### config.mk
export PLATFORM = sky130hd
export DESIGN_NAME = adc_average_rate_clock
export DESIGN_NICKNAME = d
export VERILOG_FILES = /design/src/sv/aarc_pkg.sv /design/src/sv/adc_average_rate_clock.sv /design/src/sv/aarc_window.sv /design/src/sv/aarc_clock.sv
export VERILOG_INCLUDE_DIRS = /design/src /design/src/sv
export SDC_FILE = /design/constraint.sdc
export NUM_CORES = 1
export LEC_CHECK = 0
export ABC_AREA = 1
export BUFFER_PORTS_ARGS = -buffer_cell sky130_fd_sc_hd__buf_4
export CORE_ASPECT_RATIO = 0.9
export CORE_MARGIN = 2
export CORE_UTILIZATION = 28
export DETAILED_ROUTE_END_ITERATION = 10
export GPL_ROUTABILITY_DRIVEN = 0
export PLACE_DENSITY = 0.51
export REMOVE_ABC_BUFFERS = 1
export SKIP_LAST_GASP = 1
export SLEW_MARGIN = 40
export SYNTH_ARGS = -nofsm -noshare
export SYNTH_HDL_FRONTEND = slang
export SYNTH_HIERARCHICAL = 1
export SYNTH_SLANG_ARGS = --single-unit
### constraint.sdc
create_clock -name clk -period 13.1 [get_ports clk]
set_input_delay 2.62 -clock clk [delete_from_list [all_inputs] [get_ports clk]]
set_output_delay 2.62 -clock clk [all_outputs]
set_load 0.03 [all_outputs]
### src/sv/adc_average_rate_clock_defines.svh
// ---------------------------------------------------------------------------
// Assertion macros
// Shared assertion macros for the block average and time-of-day clock.
// ---------------------------------------------------------------------------
`ifndef ADC_AVERAGE_RATE_CLOCK_DEFINES_SVH
`define ADC_AVERAGE_RATE_CLOCK_DEFINES_SVH

`ifndef ASSERT_OFF
`define AARC_ASSERT(lbl, clk, rst_n, prop) \
	lbl: assert property (@(posedge clk) disable iff (!rst_n) (prop)) \
		else $error("assertion failed");
`define AARC_ASSERT_NEXT(lbl, clk, rst_n, ante, cons) \
	lbl: assert property (@(posedge clk) disable iff (!rst_n) (ante) |=> (cons)) \
		else $error("assertion failed");
`else
`define AARC_ASSERT(lbl, clk, rst_n, prop)
`define AARC_ASSERT_NEXT(lbl, clk, rst_n, ante, cons)
`endif

`endif

### src/sv/aarc_pkg.sv
// ---------------------------------------------------------------------------
// Block average clock package
// Types and constants shared by the window averager, the time-of-day clock
// and the top level.
// ---------------------------------------------------------------------------
`timescale 1ns / 1ps

package aarc_pkg;

	localparam int WINDOW_LEN_DEF = 20;

	localparam logic CMD_SAMPLE = 1'b0;
	localparam logic CMD_TICK   = 1'b1;

	localparam logic [11:0] AVG_RESET = 12'd2000;

	localparam logic [7:0] SUB_LIMIT  = 8'd100;
	localparam logic [5:0] SEC_LAST   = 6'd59;
	localparam logic [5:0] MIN_LAST   = 6'd59;
	localparam logic [4:0] HOUR_LAST  = 5'd23;
	localparam logic [5:0] SEC_RESET  = 6'd45;
	localparam logic [5:0] MIN_RESET  = 6'd59;
	localparam logic [4:0] HOUR_RESET = 5'd23;

	// Division of a 12-bit value by 100 as a multiply and shift.
	localparam int          DIV100_SHIFT = 19;
	localparam logic [12:0] DIV100_MUL   = 13'((2**19 + 99) / 100);

	// Scaling to millivolts, floor(a * 3000 / 4095) = floor(a * 200 / 273).
	localparam int          MV_SHIFT = 29;
	localparam logic [28:0] MV_MUL   = 29'(200 * ((2**29 + 272) / 273));

	typedef struct packed {
		logic [11:0] average;
		logic        done;
		logic        mv_on;
	} aarc_win_t;

	typedef struct packed {
		logic [4:0] hours;
		logic [5:0] minutes;
		logic [5:0] seconds;
	} aarc_time_t;

endpackage

### src/sv/adc_average_rate_clock.sv
// ---------------------------------------------------------------------------
// Block average and time-of-day clock
// Averages converter samples over a window, scales the average to
// millivolts and runs a time-of-day clock paced by the average.
// ---------------------------------------------------------------------------
//  Channel  Handshake             Payload
//  in       in_valid / in_ready   command, sample
//  out      out_valid / out_ready hours, minutes, seconds, average,
//                                 millivolts, window_done
//
//  One request per cycle while out_ready does not stall the pipeline.
//  Stage 1 is the input register, stage 2 updates the window and clock
//  state, stage 3 scales the average to millivolts into the output register.
//  Each stage holds while the next one is full and stalled, so a stall on
//  out_ready fills the pipeline before in_ready falls.
//  Reset is asynchronous and clears all control state at once.
// ---------------------------------------------------------------------------
`timescale 1ns / 1ps

module adc_average_rate_clock #(
	parameter int WINDOW_LEN = aarc_pkg::WINDOW_LEN_DEF
) (
	input  logic        clk,
	input  logic        arst_n,
	input  logic        in_valid,
	output logic        in_ready,
	input  logic        command,
	input  logic [11:0] sample,
	output logic        out_valid,
	input  logic        out_ready,
	output logic [4:0]  hours,
	output logic [5:0]  minutes,
	output logic [5:0]  seconds,
	output logic [11:0] average,
	output logic [11:0] millivolts,
	output logic        window_done
);
	import aarc_pkg::*;

	logic        v1_q;
	logic        v2_q;
	logic        v3_q;
	logic        cmd_s1;
	logic [11:0] sample_s1;
	aarc_win_t   win_s2;
	aarc_time_t  tm_s2;
	aarc_win_t   win_res;
	aarc_time_t  tm_res;
	logic [11:0] avg_cur;
	logic        r2;
	logic        r3;
	logic        adv1;
	logic        adv2;
	logic        in_acc;
	logic [40:0] mv_prod;

	assign r3       = !v3_q || out_ready;
	assign r2       = !v2_q || r3;
	assign in_ready = !v1_q || r2;
	assign in_acc   = in_valid && in_ready;
	assign adv1     = v1_q && r2;
	assign adv2     = v2_q && r3;

	always_ff @(posedge clk or negedge arst_n) begin
		if (!arst_n) begin
			v1_q <= 1'b0;
			v2_q <= 1'b0;
			v3_q <= 1'b0;
		end else begin
			if (in_acc) begin
				v1_q <= 1'b1;
			end else if (adv1) begin
				v1_q <= 1'b0;
			end
			if (adv1) begin
				v2_q <= 1'b1;
			end else if (adv2) begin
				v2_q <= 1'b0;
			end
			if (adv2) begin
				v3_q <= 1'b1;
			end else if (out_ready) begin
				v3_q <= 1'b0;
			end
		end
	end

	always_ff @(posedge clk) begin
		if (in_acc) begin
			cmd_s1    <= command;
			sample_s1 <= sample;
		end
	end

	aarc_window #(
		.WINDOW_LEN(WINDOW_LEN)
	) u_window (
		.clk      (clk),
		.arst_n   (arst_n),
		.step     (adv1),
		.is_sample(cmd_s1 == CMD_SAMPLE),
		.sample   (sample_s1),
		.avg_cur  (avg_cur),
		.res      (win_res)
	);

	aarc_clock u_clock (
		.clk    (clk),
		.arst_n (arst_n),
		.step   (adv1),
		.is_tick(cmd_s1 == CMD_TICK),
		.avg_cur(avg_cur),
		.res    (tm_res)
	);

	always_ff @(posedge clk) begin
		if (adv1) begin
			win_s2 <= win_res;
			tm_s2  <= tm_res;
		end
	end

	assign mv_prod = 41'(win_s2.average) * 41'(MV_MUL);

	always_ff @(posedge clk) begin
		if (adv2) begin
			hours       <= tm_s2.hours;
			minutes     <= tm_s2.minutes;
			seconds     <= tm_s2.seconds;
			average     <= win_s2.average;
			millivolts  <= win_s2.mv_on ? mv_prod[MV_SHIFT +: 12] : 12'd0;
			window_done <= win_s2.done;
		end
	end

	assign out_valid = v3_q;

endmodule

### src/sv/aarc_window.sv
// ---------------------------------------------------------------------------
// Window averager
// Sums samples over a window and holds the floor average of the last
// completed window.
// ---------------------------------------------------------------------------
`timescale 1ns / 1ps
`include "adc_average_rate_clock_defines.svh"

module aarc_window #(
	parameter int WINDOW_LEN = aarc_pkg::WINDOW_LEN_DEF
) (
	input  logic               clk,
	input  logic               arst_n,
	input  logic               step,
	input  logic               is_sample,
	input  logic [11:0]        sample,
	output logic [11:0]        avg_cur,
	output aarc_pkg::aarc_win_t res
);
	import aarc_pkg::*;

	localparam int IDX_W   = $clog2(WINDOW_LEN);
	localparam int SUM_W   = $clog2(WINDOW_LEN * 4095 + 1);
	localparam int SHIFT   = SUM_W + $clog2(WINDOW_LEN);
	localparam int RECIP_W = SUM_W + 2;
	localparam int PROD_W  = SUM_W + RECIP_W;
	localparam longint unsigned RECIP_L =
		((64'd1 << SHIFT) + 64'(WINDOW_LEN) - 64'd1) / 64'(WINDOW_LEN);
	localparam logic [RECIP_W-1:0] RECIP     = RECIP_W'(RECIP_L);
	localparam logic [IDX_W-1:0]   IDX_LAST  = IDX_W'(WINDOW_LEN - 1);

	logic [IDX_W-1:0]  idx_q;
	logic [SUM_W-1:0]  sum_q;
	logic [11:0]       avg_q;
	logic              mv_on_q;
	logic [SUM_W-1:0]  sum_nx;
	logic [PROD_W-1:0] prod;
	logic [11:0]       avg_nx;
	logic              last;
	logic              take;

	assign sum_nx = sum_q + SUM_W'(sample);
	assign last   = (idx_q == IDX_LAST);
	assign prod   = PROD_W'(sum_nx) * PROD_W'(RECIP);
	assign avg_nx = prod[SHIFT +: 12];
	assign take   = step && is_sample;

	always_ff @(posedge clk or negedge arst_n) begin
		if (!arst_n) begin
			idx_q   <= '0;
			sum_q   <= '0;
			avg_q   <= AVG_RESET;
			mv_on_q <= 1'b0;
		end else if (take) begin
			if (last) begin
				idx_q   <= '0;
				sum_q   <= '0;
				avg_q   <= avg_nx;
				mv_on_q <= 1'b1;
			end else begin
				idx_q <= idx_q + 1'b1;
				sum_q <= sum_nx;
			end
		end
	end

	assign avg_cur = avg_q;

	always_comb begin
		res.done    = is_sample && last;
		res.average = res.done ? avg_nx : avg_q;
		res.mv_on   = mv_on_q || res.done;
	end

	`AARC_ASSERT(a_idx_range, clk, arst_n, int'(idx_q) < WINDOW_LEN)
	`AARC_ASSERT_NEXT(a_window_clear, clk, arst_n, take && last, idx_q == '0 && sum_q == '0)
	`AARC_ASSERT_NEXT(a_idx_count, clk, arst_n, take && !last, idx_q == IDX_W'($past(idx_q) + 1'b1))
	`AARC_ASSERT_NEXT(a_mv_sticky, clk, arst_n, mv_on_q, mv_on_q)

endmodule

### src/sv/aarc_clock.sv
// ---------------------------------------------------------------------------
// Time-of-day clock
// Advances a sub-second counter by one plus the average divided by 100 on
// each tick and carries into seconds, minutes and hours.
// ---------------------------------------------------------------------------
`timescale 1ns / 1ps
`include "adc_average_rate_clock_defines.svh"

module aarc_clock (
	input  logic                 clk,
	input  logic                 arst_n,
	input  logic                 step,
	input  logic                 is_tick,
	input  logic [11:0]          avg_cur,
	output aarc_pkg::aarc_time_t res
);
	import aarc_pkg::*;

	logic [7:0]  sub_q;
	logic [5:0]  sec_q;
	logic [5:0]  min_q;
	logic [4:0]  hour_q;
	logic [24:0] div_prod;
	logic [7:0]  sub_sum;
	logic        wrap;
	logic [7:0]  sub_nx;
	aarc_time_t  tm_nx;
	logic        take;

	assign div_prod = 25'(avg_cur) * 25'(DIV100_MUL);
	assign sub_sum  = sub_q + 8'(div_prod[24:DIV100_SHIFT]) + 8'd1;
	assign wrap     = sub_sum > SUB_LIMIT;
	assign take     = step && is_tick;

	always_comb begin
		sub_nx  = sub_sum;
		tm_nx.seconds = sec_q;
		tm_nx.minutes = min_q;
		tm_nx.hours   = hour_q;
		if (wrap) begin
			sub_nx = '0;
			if (sec_q == SEC_LAST) begin
				tm_nx.seconds = '0;
				if (min_q == MIN_LAST) begin
					tm_nx.minutes = '0;
					tm_nx.hours   = (hour_q == HOUR_LAST) ? '0 : hour_q + 1'b1;
				end else begin
					tm_nx.minutes = min_q + 1'b1;
				end
			end else begin
				tm_nx.seconds = sec_q + 1'b1;
			end
		end
	end

	always_ff @(posedge clk or negedge arst_n) begin
		if (!arst_n) begin
			sub_q  <= '0;
			sec_q  <= SEC_RESET;
			min_q  <= MIN_RESET;
			hour_q <= HOUR_RESET;
		end else if (take) begin
			sub_q  <= sub_nx;
			sec_q  <= tm_nx.seconds;
			min_q  <= tm_nx.minutes;
			hour_q <= tm_nx.hours;
		end
	end

	always_comb begin
		if (is_tick) begin
			res = tm_nx;
		end else begin
			res.seconds = sec_q;
			res.minutes = min_q;
			res.hours   = hour_q;
		end
	end

	`AARC_ASSERT(a_sub_range, clk, arst_n, sub_q <= SUB_LIMIT)
	`AARC_ASSERT(a_time_range, clk, arst_n, sec_q <= SEC_LAST && min_q <= MIN_LAST && hour_q <= HOUR_LAST)
	`AARC_ASSERT_NEXT(a_hold_idle, clk, arst_n, !take, $stable(sub_q) && $stable(sec_q) && $stable(min_q) && $stable(hour_q))

endmodule
==> impl_metrics.yaml, run 1 <==
clock_tree:
  cts-root-buf: "clkbuf_16"
  cts_inserted_buffers: 17
  htreeDepth: 4
  cts_tree: "built"
  clock-sinks: 149
  ctsHoldBuffers: 0
  post-cts-setup-buffer-count: 0
  post_cts_resized: 0
  clk_pin_slew_ns: 0.07
  clk_path_buf_depth: 2
  clkLatencyLatePin_ns: 0.50
synthesis:
  yosysWarnings: 6
  syn_area_mm2: 0.0209
  syn_area_per_cell_um2: 8.24
  async_flop_share_pct: 42.3
  synth.distinct_cells: 57
  synth_ff_type: "edfxtp_1"
  ys_seq_elements: 149
  synth.area.mux_share_pct: 0
  synth_top_family_by_area: "adder cells"
  synth_simple_gate_area_share_pct: 19.1
  synth_compound_area_share_pct: 6.52
  synth_edf_count: 86
  syn_inst: 2539
  yosys.area_share.adder_pct: 40.8
  synth-xor-area-share_pct: 2.35
  ys_seq_area_share_pct: 20.0
sta:
  setup_violations: 0
  rsz0062_at_grt: "false"
  max_clock_freq_mhz: 143
  fin_setup_tns_ns: 0
  finalClockSkew_ns: 0.0142
  min_period_ns: 7.01
  hold_violations: 0
  finalMaxSlewViolations: 0
  fin_crit_sh_pct: 53.5
  tightestPinTransition_ns: 0.752
  slew_headroom_pct: 49.3
setup_path:
  path_class: "flip-flop to flip-flop"
  worstRegToRegCells: 31
  cp_common_cell: "nand2_1"
  slowest_stage: "fa_1"
  critical_path_arrival_ns: 7.26
  rr_startpoint: "u_window/sum_q[0]"
  slowest_delay_ns: 0.55
  start_kind: "flip-flop"
  r2r_slack_ns: 6.09
  crit_path_max_fanout: 7
  r2r_end: "win_s2[9]"
  critPathCaptureType: "flip-flop"
  required_ns: 13.35
global_route:
  grt_overflow: 0
  grt_start_max_net_pins: 43
  grt_pass1_wl_mm: 90.1
  grt_pass1_vias: 16371
  gr-usage-all-layers_pct: 15.0
  antenna_found_initial: 2
route:
  drc: 0
  num_vias: 16139
  drt_iter0_markers: 1102
  wire_per_inst_um: 15.4
  routed_wl_mm: 55.1
  antenna_left: 0
  vias_per_cell: 4.50
  drt_pre_antenna_iters: 5
hold_path:
  min_path_cells: 0
  hp-start: "tm_s2[7]"
  hold_class: "flip-flop to flip-flop"
  hold_end: "minutes[1]"
die:
  start_util_pct: 28.1
  dieArea_mm2: 0.0769
  ios: 61
  dieHeight_um: 263
  die_width_um: 292
  std_cell_rows: 95
  core_area_mm2: 0.0743
finish:
  fillers: 7856
  nets: 3170
  synthToLayoutAreaGrowth_pct: 10.6
  drive_above_1_share_pct: 6.69
placed_design:
  hpwl_mm: 46.2
  portBuffers: 60
run:
  maxCapViolations: 0
run_status:
  outcome: "finished, final reports clean"
## cell usage in the layout, fill, tap and decap left out, types with 16 or more instances in the layout
cell,instances
ha_1,329
a21oi_1,105
buf_4,65
nor3_1,16
xor2_1,40
fa_1,221
inv_1,584
nand2_1,548
dfrtp_1,44
nand4_1,16
o21ai_0,63
dfstp_2,19
nand3_1,148
clkbuf_16,17
edfxtp_1,86
nor2_1,140
## critical path: cells and delay by family, from the launching register on
family	cells	cell delay (ns)
DFF	1	0.36
adders and majority gates	9	3.95
and+or+nand+nor	14	1.53
xor gates and xnor gates	1	0.37
buffers and inverters	7	0.56
## state kept, by name (all words and copies together), names as in the netlist
name,flops
average,12
cmd_s1,1
hours,5
millivolts,12
minutes,6
out_valid,1
sample_s1,12
seconds,6
tm_s2,17
u_clock/hour_q,5
u_clock/min_q,6
u_clock/sec_q,6
u_clock/sub_q,8
u_window/avg_cur,12
u_window/idx_q,5
u_window/mv_on_q,1
u_window/sum_q,17
v1_q,1
v2_q,1
win_s2,14
window_done,1
## per-layer routing
layer  vias to the layer above  global-route usage (%)  share of wire, %
li1                       8124                       -                 -
met1                      7684                    22.2                51
met2                       298                    23.0                43
met3                        33                    2.33               4.5
met4                         0                    3.41               1.1
met5                         -                       0                 0
## metrics by stage
stage               utilization [%]  hold slack (ns)  area [um2]  instances  setup slack [ns]
floorplan                         -            0.400       20800       2519              6.79
global placement               30.3            0.406       22500       3554              6.28
detailed placement             30.3            0.406       22500       3554              6.13
CTS                            31.1            0.416       23100       3586              6.11
global route                   31.1            0.425       23100       3586              5.59
finish                         31.1            0.419       23100       3587              6.09
## final cells by class
class                      instances  area (um2)  area share [%]
tap                              970        1210            5.25
multi-input combinational       1777       14400            62.3
antenna                            1        2.50          0.0108
inverter                         593        2230            9.63
sequential                       149        4180            18.1
timing repair buffer              65         488            2.11
clock inverter                    15         186           0.806
clock buffer                      17         425            1.84
## cell families after synthesis
logic type,Yosys count
AOI/OAI and AO/OA,241
xor gates and xnor gates,53
adders and majority gates,550
buffers and inverters,613
DFF,149
and+or+nand+nor,933
## cell usage after synthesis (2+ instances only)
library cell  instances  share of area, %
inv_2                 7              0.13
clkbuf_1              7              0.13
a21oi_2               2             0.084
nor3_2                6              0.29
a31oi_1               8              0.24
buf_4                 5              0.18
xnor2_1              11              0.46
dfrtp_1              44               5.3
nand3_2               3              0.14
nor4_1                8              0.24
a21o_1                8              0.29
o21ai_0              63               1.5
nor2_4                3              0.16
or2_2                 5              0.15
o22ai_1               6              0.18
dfstp_2              19               2.4
o21ai_2               2             0.084
xor2_1               40               1.7
nand2_1             549               9.9
nor3b_1               2             0.072
inv_1               585                11
and3_1                2             0.060
nand3_1             148               3.5
nand3b_1             11              0.39
nor2_2                4              0.12
nor3_1               16              0.38
edfxtp_1             86                12
and2_1                2             0.060
o21a_1                6              0.22
ha_1                329                20
buf_2                 6              0.14
nand4_1              16              0.48
a21oi_1             106               2.5
nor2_1              140               2.5
o21ai_1              10              0.24
o211ai_1              3              0.11
nand2_2              14              0.42
a21boi_1              3              0.11
o21bai_1             14              0.50
nand2_4               3              0.16
fa_1                221                21
## worst max path at each step
stage | start | to | slack, ns | cells past startpoint
floorplan | u_window/sum_q[0] | win_s2[3] | 6.79 | 30
CTS | u_window/sum_q[0] | win_s2[9] | 6.11 | 31
finish | u_window/sum_q[0] | win_s2[9] | 6.09 | 31
global placement | u_window/sum_q[0] | win_s2[8] | 6.28 | 32
global route | u_window/sum_q[0] | win_s2[8] | 5.59 | 32
detailed placement | u_window/sum_q[0] | win_s2[9] | 6.13 | 31
Power of run 1 is left out: the tool's default activity adds up to more than one toggle a clock period on the data nets, which glitch-free logic cannot reach.
==> inputs of run 2 (changes only) <==
- clock period: 13.1 -> 7.1 ns (I/O delays scaled with it)
==> run 2 against run 1 <==
Against the previous run: design area rose by 0.57%; wire length rose by 0.25%; non-clock buffer count rose by 16; sequential share of layout area fell by 0.10 points; worst hold slack better by 0.0044 ns; fmax is 5.4% higher; global-route usage up 0.069 points; sequential cell count stayed put; critical path type unchanged.
==> impl_metrics.yaml, run 2 (synthesis gave the netlist of run 1 again) <==
run_status:
  outcome: "finished, final reports clean"
placed_design:
  hpwl_mm: 46.5
  portBuffers: 60
setup_path:
  crit_buf_inv: 7
  required_ns: 7.33
  crit_family: "adder cells"
  path_class: "flip-flop to flip-flop"
  crit_path_max_fanout: 4
  critical_path_arrival_ns: 6.88
  cp_common_cell: "nand2_1"
  start_kind: "flip-flop"
  critPathCaptureType: "flip-flop"
  slowest_delay_ns: 0.54
  slowest_stage: "fa_1"
route:
  drt_iter0_markers: 984
  drt_pre_antenna_iters: 7
  drc: 0
  num_vias: 16258
  routed_wl_mm: 55.3
  antenna_left: 0
  vias_per_cell: 4.51
  wire_per_inst_um: 15.3
clock_tree:
  cts_tree: "built"
  clkLatencyLatePin_ns: 0.49
  clk_path_buf_depth: 2
  htreeDepth: 4
  clk_pin_slew_ns: 0.07
  cts-root-buf: "clkbuf_16"
  clock-sinks: 149
  cts_inserted_buffers: 17
sta:
  finalClockSkew_ns: 0.0175
  max_clock_freq_mhz: 150
  fin_crit_sh_pct: 93.7
  setup_violations: 0
  rsz0062_at_grt: "false"
  hold_violations: 0
  min_period_ns: 6.65
  finalMaxSlewViolations: 0
  slew_headroom_pct: 50.0
  fin_setup_tns_ns: 0
  tightestPinTransition_ns: 0.750
global_route:
  gr-usage-all-layers_pct: 15.1
  grt_pass1_wl_mm: 91.1
  grt_overflow: 0
  antenna_found_initial: 0
  grt_pass1_vias: 16534
  grt_start_max_net_pins: 43
finish:
  multi_input_area_mm2: 0.0144
  synthToLayoutAreaGrowth_pct: 11.2
  drive_above_1_share_pct: 7.44
  diodes: 0
  final_cell_mix: "inv_1, nand2_1, ha_1"
  fillers: 7898
  largest_registers: "tm_s2: 17 flops, u_window/sum_q: 17 flops, win_s2: 14 flops"
  seq_area_mm2: 0.00418
  mostFrequentLayoutCell: "inv_1"
  nets: 3187
die:
  die_width_um: 292
  dieHeight_um: 263
  ios: 61
  core_area_mm2: 0.0743
  start_util_pct: 28.1
  std_cell_rows: 95
  dieArea_mm2: 0.0769
run:
  maxCapViolations: 0
hold_path:
  hold_class: "flip-flop to flip-flop"
run 2: cell count changes in the layout (fill, tap and decap cells not counted), moves of 2 or more:
cell	delta
nor2_2	+2
clkinv_8	-4
inv_8	+3
clkinv_4	-2
buf_4	+15
nor2_1	-2
run 2: final timing paths:
kind                                    from                end  slack (ns)  depth (start not counted)
max                        u_window/sum_q[0]          win_s2[9]        0.45                         31
min                                tm_s2[16]           hours[4]        0.42                          0
max reg2reg                u_window/sum_q[0]          win_s2[9]        0.45                         31
min reg2reg                        tm_s2[16]           hours[4]        0.42                          0
max in group asynchronous             arst_n   u_clock/min_q[2]        5.30                          2
min in group asynchronous             arst_n  u_window/sum_q[2]        0.86                          1
run 2: layout make-up:
class	instances	area share, %
Clock buffer	19	1.95
Clock inverter	13	0.533
Inverter	593	9.57
Tap cell	970	5.22
Multi-Input combinational cell	1778	62.1
Sequential cell	149	18.0
Timing Repair Buffer	81	2.67
run 2: stage by stage:
step	hold slack, ns	instance area (um2)	setup slack [ns]	cells	utilization, %
6_report	0.424	23300	0.447	3603	31.3
5_1_grt	0.430	23300	0.00460	3603	31.3
2_1_floorplan	0.400	20800	0.795	2519	-
3_3_place_gp	0.402	22600	0.309	3567	30.4
3_5_place_dp	0.405	22600	0.387	3567	30.4
4_1_cts	0.423	23200	0.338	3599	31.2
run 2: what timing repair did:
action                     CTS  global route
setup buffers                0             3
resized for setup            0             7
setup endpoints to repair    0            28
hold buffers                 0             0
run 2: per-layer routing:
layer	wire length, um	part of all wire, %	track usage, %	vias to the layer above
met5	0	0	0	-
met3	2590	4.7	2.04	28
met2	23800	43	23.4	337
li1	-	-	-	8157
met1	28300	51	22.3	7736
met4	578	1.0	3.18	0
Power of run 2 is left out for the same reason.
==> inputs of run 3 (changes only) <==
- PLACE_DENSITY: 0.51 -> 0.53
- clock period: 7.1 -> 5.8 ns (I/O delays scaled with it)
==> run 3 against run 2 <==
Against the previous run: the run now ends with negative setup slack left; non-clock buffer count increased by 304; clock-buffer cell count shrank 2; utilization rose by 6.2 points; design area is 20% higher; register-to-register slack got worse by 0.80 ns; cell count up 8.5%; worst hold slack worse by 0.0012 ns; clock skew decreased by 0.0029 ns; worst setup slack got worse by 0.80 ns; critical path depth shrank 3; die area is the same; global-route usage up 1.1 points.
==> impl_metrics.yaml, run 3 (synthesis gave the netlist of run 1 again) <==
run_status:
  violations: "negative setup slack"
  outcome: "finished, violations left"
sta:
  finalMaxSlewViolations: 0
  finalWorstSetupSlack_ns: -0.357
  slew_headroom_pct: 53.2
  tightestPinTransition_ns: 0.702
  hold_violations: 0
  fin_crit_sh_pct: 106
  setup_violations: 65
  max_clock_freq_mhz: 162
  rsz0062_at_grt: "true"
  finalClockSkew_ns: 0.0146
  min_period_ns: 6.16
  fin_setup_tns_ns: -15.83
route:
  num_vias: 17586
  wire_per_inst_um: 15.3
  routed_wl_mm: 60.0
  antenna_left: 0
  drt_pre_antenna_iters: 5
  drt_iter0_markers: 970
  vias_per_cell: 4.50
  drc: 0
setup_path:
  critPathCaptureType: "flip-flop"
  slowest_delay_ns: 0.55
  path_class: "flip-flop to flip-flop"
  critical_path_arrival_ns: 6.41
  slowest_stage: "dfstp_2"
  rr_startpoint: "u_window/avg_cur[9]"
  crit_path_max_fanout: 7
  crit_start: "u_window/avg_cur[9]"
  required_ns: 6.05
  start_kind: "flip-flop"
finish:
  synthToLayoutAreaGrowth_pct: 33.3
  largest_registers: "tm_s2: 17 flops, u_window/sum_q: 17 flops, win_s2: 14 flops"
  final_cells: 3909
  mostFrequentLayoutCell: "inv_1"
  nets: 3493
  diodes: 0
  final_cell_mix: "inv_1, nand2_1, buf_4"
  drive_above_1_share_pct: 29.4
hold_path:
  hold_class: "flip-flop to flip-flop"
  hp-start: "tm_s2[5]"
clock_tree:
  ctsHoldBuffers: 0
  clk_path_buf_depth: 2
  cts_tree: "built"
  clk_pin_slew_ns: 0.08
  cts_inserted_buffers: 17
  clkLatencyLatePin_ns: 0.49
  cts-root-buf: "clkbuf_16"
  htreeDepth: 4
  clock-sinks: 149
placed_design:
  hpwl_mm: 47.8
  post-place-ws_ns: -0.681
  dp.cells: 3833
  portBuffers: 60
global_route:
  antenna_found_initial: 0
  grt_overflow: 0
  gr-usage-all-layers_pct: 16.2
  grt_pass1_vias: 18223
  grt_pass1_wl_mm: 98.6
  grt_start_max_net_pins: 43
die:
  dieHeight_um: 263
  die_width_um: 292
  dieArea_mm2: 0.0769
  ios: 61
  core_area_mm2: 0.0743
  start_util_pct: 28.1
  std_cell_rows: 95
run:
  maxCapViolations: 0
[run 3: metrics by stage]
| step | area (um2) | hold WS, ns | utilization, % |
|---|---|---|---|
| after CTS | 27000 | 0.420 | 36.3 |
| after global placement | 24600 | 0.402 | 33.1 |
| after floorplan | 20800 | 0.400 | - |
| final | 27900 | 0.422 | 37.5 |
| after detailed placement | 24600 | 0.406 | 33.1 |
| after global routing | 27900 | 0.426 | 37.5 |
[run 3: worst paths after layout]
check	end	slack [ns]	cells past startpoint
worst max-delay path	tm_s2[14]	-0.36	28
min in group asynchronous	u_window/idx_q[0]	0.59	1
worst max register to register	tm_s2[14]	-0.36	28
worst min-delay path	seconds[5]	0.42	0
worst min register to register	seconds[5]	0.42	0
max in group asynchronous	u_clock/hour_q[3]	4.23	2
[run 3: routing by layer]
metal	up-vias	GRT usage, %	wire (um)
li1	8778	-	-
met1	8493	23.9	30500
met5	-	0	0
met2	285	25.4	26600
met4	0	3.25	680
met3	30	2.03	2190
[run 3: worst max-delay path: cells and delay by family, from the launching register on]
family	cells	cell delay (ns)
adder cells (fa/ha/maj)	7	2.94
AND/OR/NAND/NOR	15	1.55
flip-flops	1	0.55
buffers and inverters	4	0.47
XOR/XNOR	2	0.36
[run 3: area by class of cell]
class	count	area (um2)
inverters	593	2240
clock inverters	15	203
clock buffers	17	425
multi-input cells	1780	16500
repair buffers	385	3060
well taps	970	1210
flip-flops and latches	149	4180
fillers	7456	46400
[run 3: what timing repair did]
item                                    4_1_cts  5_1_grt
pin swaps                                   209      163
gates resized for setup                     330      188
endpoints found under the setup margin       65       65
cloned                                        4        1
setup buffers                                27       15
Power of run 3 is left out for the same reason.
